`src/qte_pkg.sv`:
```
// Shared constants and helpers for the quaternion to Euler angle core.
// No dependencies; used by qte_cordic, quaternion_to_euler_angles_core and the testbench.
`default_nettype none
package qte_pkg;

  // Default number of CORDIC iterations and length of the arctangent table
  localparam int CORDIC_STEPS_DEF = 16;
  localparam int ATAN_LEN         = 24;

  // Angle accumulator: degrees * 2^16
  localparam int ACC_W = 26;
  localparam logic signed [ACC_W-1:0] DEG90 = ACC_W'(90 * 65536);

  // Square root of a 57-bit radicand gives 29 result bits, one per stage
  localparam int SQ_STAGES = 29;
  localparam int SQ_W      = 58;

  // Output limits in sixteenths of a degree
  localparam int LIM_FULL = 2880;
  localparam int LIM_HALF = 1440;

  // round(atan(2^-i) * 180/pi * 65536)
  function automatic logic signed [ACC_W-1:0] atan_entry(input int i);
    logic signed [ACC_W-1:0] t;
    case (i)
      0:  t = ACC_W'(2949120);
      1:  t = ACC_W'(1740967);
      2:  t = ACC_W'(919879);
      3:  t = ACC_W'(466945);
      4:  t = ACC_W'(234379);
      5:  t = ACC_W'(117304);
      6:  t = ACC_W'(58666);
      7:  t = ACC_W'(29335);
      8:  t = ACC_W'(14668);
      9:  t = ACC_W'(7334);
      10: t = ACC_W'(3667);
      11: t = ACC_W'(1833);
      12: t = ACC_W'(917);
      13: t = ACC_W'(458);
      14: t = ACC_W'(229);
      15: t = ACC_W'(115);
      16: t = ACC_W'(57);
      17: t = ACC_W'(29);
      18: t = ACC_W'(14);
      19: t = ACC_W'(7);
      20: t = ACC_W'(4);
      21: t = ACC_W'(2);
      22: t = ACC_W'(1);
      default: t = '0;
    endcase
    return t;
  endfunction

  // Round degrees*2^16 to sixteenths (ties up) and clamp to +-lim
  function automatic logic signed [13:0] to_sixteenths(input logic signed [ACC_W-1:0] acc,
                                                       input int lim);
    logic signed [ACC_W-1:0] r;
    logic signed [ACC_W-1:0] l;
    r = (acc + ACC_W'(2048)) >>> 12;
    l = ACC_W'(lim);
    if (r > l) r = l;
    if (r < -l) r = -l;
    return 14'(r);
  endfunction

endpackage
`default_nettype wire

```
`src/qte_cordic.sv`:
```
// Pipelined vectoring CORDIC: atan2(y, x) in degrees * 2^16.
// Depends on qte_pkg (arctangent table, accumulator width).
`default_nettype none
module qte_cordic #(
  parameter int STEPS = qte_pkg::CORDIC_STEPS_DEF,
  parameter int IW    = 34
) (
  input  logic                              clk,
  input  logic                              en,
  input  logic signed [IW-1:0]              y_in,
  input  logic signed [IW-1:0]              x_in,
  output logic signed [qte_pkg::ACC_W-1:0]  angle
);
  import qte_pkg::*;

  localparam int N  = (STEPS > ATAN_LEN) ? ATAN_LEN : STEPS;
  localparam int XW = IW + 3;  // headroom for CORDIC gain and quadrant swap

  logic signed [XW-1:0]    x_r [0:N];
  logic signed [XW-1:0]    y_r [0:N];
  logic signed [ACC_W-1:0] a_r [0:N];
  logic                    z_r [0:N];
  logic signed [XW-1:0]    xe;
  logic signed [XW-1:0]    ye;

  assign xe = XW'(x_in);
  assign ye = XW'(y_in);

  // Quadrant fold: bring left half-plane vectors to the right
  always_ff @(posedge clk) begin
    if (en) begin
      z_r[0] <= (x_in == '0) && (y_in == '0);
      if (xe < 0) begin
        if (ye >= 0) begin
          x_r[0] <= ye;
          y_r[0] <= -xe;
          a_r[0] <= DEG90;
        end else begin
          x_r[0] <= -ye;
          y_r[0] <= xe;
          a_r[0] <= -DEG90;
        end
      end else begin
        x_r[0] <= xe;
        y_r[0] <= ye;
        a_r[0] <= '0;
      end
    end
  end

  // One micro-rotation per stage
  for (genvar i = 0; i < N; i++) begin : g_iter
    localparam logic signed [ACC_W-1:0] T = atan_entry(i);
    always_ff @(posedge clk) begin
      if (en) begin
        z_r[i+1] <= z_r[i];
        if (y_r[i] >= 0) begin
          x_r[i+1] <= x_r[i] + (y_r[i] >>> i);
          y_r[i+1] <= y_r[i] - (x_r[i] >>> i);
          a_r[i+1] <= a_r[i] + T;
        end else begin
          x_r[i+1] <= x_r[i] - (y_r[i] >>> i);
          y_r[i+1] <= y_r[i] + (x_r[i] >>> i);
          a_r[i+1] <= a_r[i] - T;
        end
      end
    end
  end

  // Zero vector reads as angle zero
  assign angle = z_r[N] ? '0 : a_r[N];

endmodule
`default_nettype wire

```
`config.mk`:
```
export PLATFORM = sky130hd
export DESIGN_NAME = qte_cordic
export DESIGN_NICKNAME = d
export VERILOG_FILES = /design/src/qte_pkg.sv /design/src/qte_cordic.sv
export SDC_FILE = /design/constraint.sdc
export NUM_CORES = 2
export LEC_CHECK = 0
export BUFFER_PORTS_ARGS = -buffer_cell sky130_fd_sc_hd__buf_4
export CAP_MARGIN = 15
export CELL_PAD_IN_SITES_DETAIL_PLACEMENT = 0
export CELL_PAD_IN_SITES_GLOBAL_PLACEMENT = 1
export CORE_ASPECT_RATIO = 1.25
export CORE_MARGIN = 4
export CORE_UTILIZATION = 38
export CTS_BUF_LIST = sky130_fd_sc_hd__clkbuf_8
export CTS_CLUSTER_DIAMETER = 60
export DETAILED_ROUTE_END_ITERATION = 7
export PLACE_DENSITY = 0.68
export SETUP_SLACK_MARGIN = 0.1
export SLEW_MARGIN = 25
export SYNTH_ARGS = -nofsm -noshare
export SYNTH_HDL_FRONTEND = slang
export SYNTH_SLANG_ARGS = --single-unit
```
`constraint.sdc`:
```
create_clock -name clk -period 7.1 [get_ports clk]
set_input_delay 0.71 -clock clk [delete_from_list [all_inputs] [get_ports clk]]
set_output_delay 0.71 -clock clk [all_outputs]
set_load 0.03 [all_outputs]
```
==> results_dict.tcl <==
set metrics [dict create \
    max_stage_delay_ns 0.72 \
    drv_slew 0 \
    async_reset_ff_share_pct 0 \
    drc_errors 0 \
    area_growth_pct 9.027 \
    slew_headroom_pct 33.48 \
    avgSynthCellArea_um2 9.273 \
    initial_core_util_pct 38.18 \
    hold_buffers 39 \
    via_per_inst 5.492 \
    worst_ep_required_time_ns 7.87 \
    post-dp-hpwl_mm 298.1 \
    critPathLaunchType "register" \
    die_height_um 663.4 \
    rows 240 \
    grt_pass1_wl_mm 574.2 \
    worst_setup_path_end_kind "register" \
    ys_ff_latch 1486 \
    crit_type "reg -> reg" \
    hold_violations 0 \
    dr.first_iter.drc_count 6415 \
    drive_above_1_share_pct 4.941 \
    final_cell_mix "edfxtp_1, ha_1, a21oi_1, xnor2_1, nor2_1" \
    drtAntennaViolNets 0 \
    syn-cell-area_mm2 0.1306 \
    cp.arrival_ns 6.60 \
    path_buf_inv 1 \
    grt_overflow_total 0 \
    vias 104314 \
    fmax_ghz 0.1714 \
    cts_root_buf "clkbuf_8" \
    drt_first_pass_iters 6 \
    setup_violations 0 \
    layout.nets 15856 \
    status "finished, final reports clean" \
    synth_edf_count 1486 \
    grt_max_degree 186 \
    post-route-util_pct 41.62 \
    ys_types 89 \
    synthCells 14081 \
    die_w_um 532.3 \
    seq_area_frac_synth_pct 34.17 \
    grt_pass1_vias 101820 \
    path_clk_slew_ns 0.06 \
    grt_use_met2_pct 37.92 \
    wire_per_inst_um 19.48 \
    path_max_fanout 5 \
    cp_slowest_cell "nor4_1" \
    syn-num-nets 15636 \
    globalplace.congestion 0.9008 \
    timing.final.crit_share_pct 82.17 \
    numCtsBuffers 278 \
    drv_cap 0 \
    rsz0062_at_grt "false" \
    io_buffers 94 \
    cts.repair.resized 0 \
    dieArea_mm2 0.3531 \
    setup_tns_ns 0 \
    h-tree-depth 5 \
    clock_skew_ns 0.04872 \
    cts_tree "built" \
    core_area_mm2 0.3420 \
    antenna_found_initial 9 \
    clockBufferDepth 4 \
    met1_usage_pct 22.95 \
    cts_setup_buffers 0 \
    yosys_warnings 0 \
    met3_usage_pct 2.034 \
    track_usage_pct 20.10 \
    final_common_cell "edfxtp_1" \
    crit_family "compound AO/OA/AOI/OAI gates" \
    clk-insertion-delay-late_ns 1.03 \
    pin_count 96 \
    crit_path_cell_trace "or3_1 -> or4_1 -> nor4_1 -> nor2_1 -> xnor2_1 -> ha_1 -> a2111oi_0 -> inv_1 -> o31ai_1 -> o21bai_1 -> a21oi_1 -> o21ai_0 -> a2111oi_0 -> o21bai_1 -> a21oi_1 -> xnor2_1" \
    tightestPinTransition_ns 0.9977 \
    yosys_most_used_dff "edfxtp_1" \
    wl_mm 369.9 \
    fin_crit_ns 5.834 \
    hp-class "in -> reg" \
    cts.sinks 1486 \
    busiest_layer "met2" \
]
-- state kept, by name, indices dropped and copies added (netlist names) --
register and count:
a_r 373, y_r 556, z_r 17, x_r 540
-- cell usage after synthesis (all sizes together) (32+ instances only) --
master      n  area [µm²]
edfxtp   1486       44620
ha       1446       18090
a21oi    1430        7157
xnor2    1246       10910
nor2     1170        4392
o21ai     923        4631
nand2     899        3374
xor2      716        6271
a21o      612        4594
inv       606        2275
nor3      279        1396
nand3     255        1276
clkbuf    247       927.1
nor2b     244        1526
o31ai     210        1577
nand2b    206        1289
o21a      190        1426
o21bai    160        1201
or3       122       779.5
and3      118       738.2
a31oi     116       725.7
nand4     111       694.4
nor4      102       638.1
o41ai      98       865.8
a211oi     94       705.7
or4        73       556.8
a21boi     68       510.5
or2        65       409.1
and2       59       369.1
o211ai     54       405.4
mux2i      45       450.4
a2111oi    41       361.6
fa         39       780.8
buf        32       127.6
-- final timing paths --
check / start / to / slack (ns) / cells after the start
worst max-delay path: y_r[7][13] / x_r[8][33] / 1.27 / 16
worst min-delay path: y_in[8] / y_r[0][8] / 0.1 / 3
worst max register to register: y_r[7][13] / x_r[8][33] / 1.27 / 16
worst min register to register: z_r[1][2] / z_r[1][3] / 0.42 / 0
-- per-stage QoR --
stage,setup slack [ns],instances,hold slack [ns],area [µm²]
4_1_cts,1.286,18988,0.001008,142300
3_5_place_dp,0.8566,18459,0.4065,136600
6_report,1.266,18994,0.09876,142400
3_3_place_gp,0.8869,18459,0.4005,136600
5_1_grt,0.8134,18993,0.05617,142400
2_1_floorplan,1.541,14081,0.4003,130600
-- cell families (layout without fill, tap and decap cells) --
| kind of cell | count (synthesis) | count (layout) | share of synthesized area (%) |
|---|---|---|---|
| AOI/OAI and AO/OA | 4355 | 4355 | 20.95 |
| xor gates and xnor gates | 1962 | 1962 | 13.16 |
| adders and majority gates | 1485 | 1485 | 14.45 |
| buffers and inverters | 899 | 1329 | 2.590 |
| DFF | 1486 | 1486 | 34.17 |
| muxes | 65 | 65 | 0.5174 |
| other | 1 | 7 | 0.002872 |
| and+or+nand+nor | 3828 | 3828 | 14.15 |
-- cell type report --
class	instances	area, µm²
Timing Repair Buffer	219	1823
Sequential cell	1486	44620
Clock buffer	286	3936
Antenna cell	6	15.01
Fill cell	34183	199700
Inverter	620	2327
Multi-Input combinational cell	11696	82610
Clock inverter	204	1424
Tap cell	4477	5602
-- routing by layer --
| layer | routed length [µm] | vias up | share of wire, % |
|---|---|---|---|
| li1 | - | 52628 | - |
| met1 | 148600 | 49317 | 40 |
| met2 | 192800 | 1795 | 52 |
| met3 | 12040 | 572 | 3.3 |
| met4 | 16450 | 2 | 4.4 |
| met5 | 13 | - | 0.0035 |
-- tightest hold or removal path, stage by stage --
cell,delay [ns]
buf_4,0.11
nor2_1,0.04
a21oi_1,0.12
Power is not shown: default switching activity piles up to over one toggle a cycle in this logic, so the estimate is an artifact.
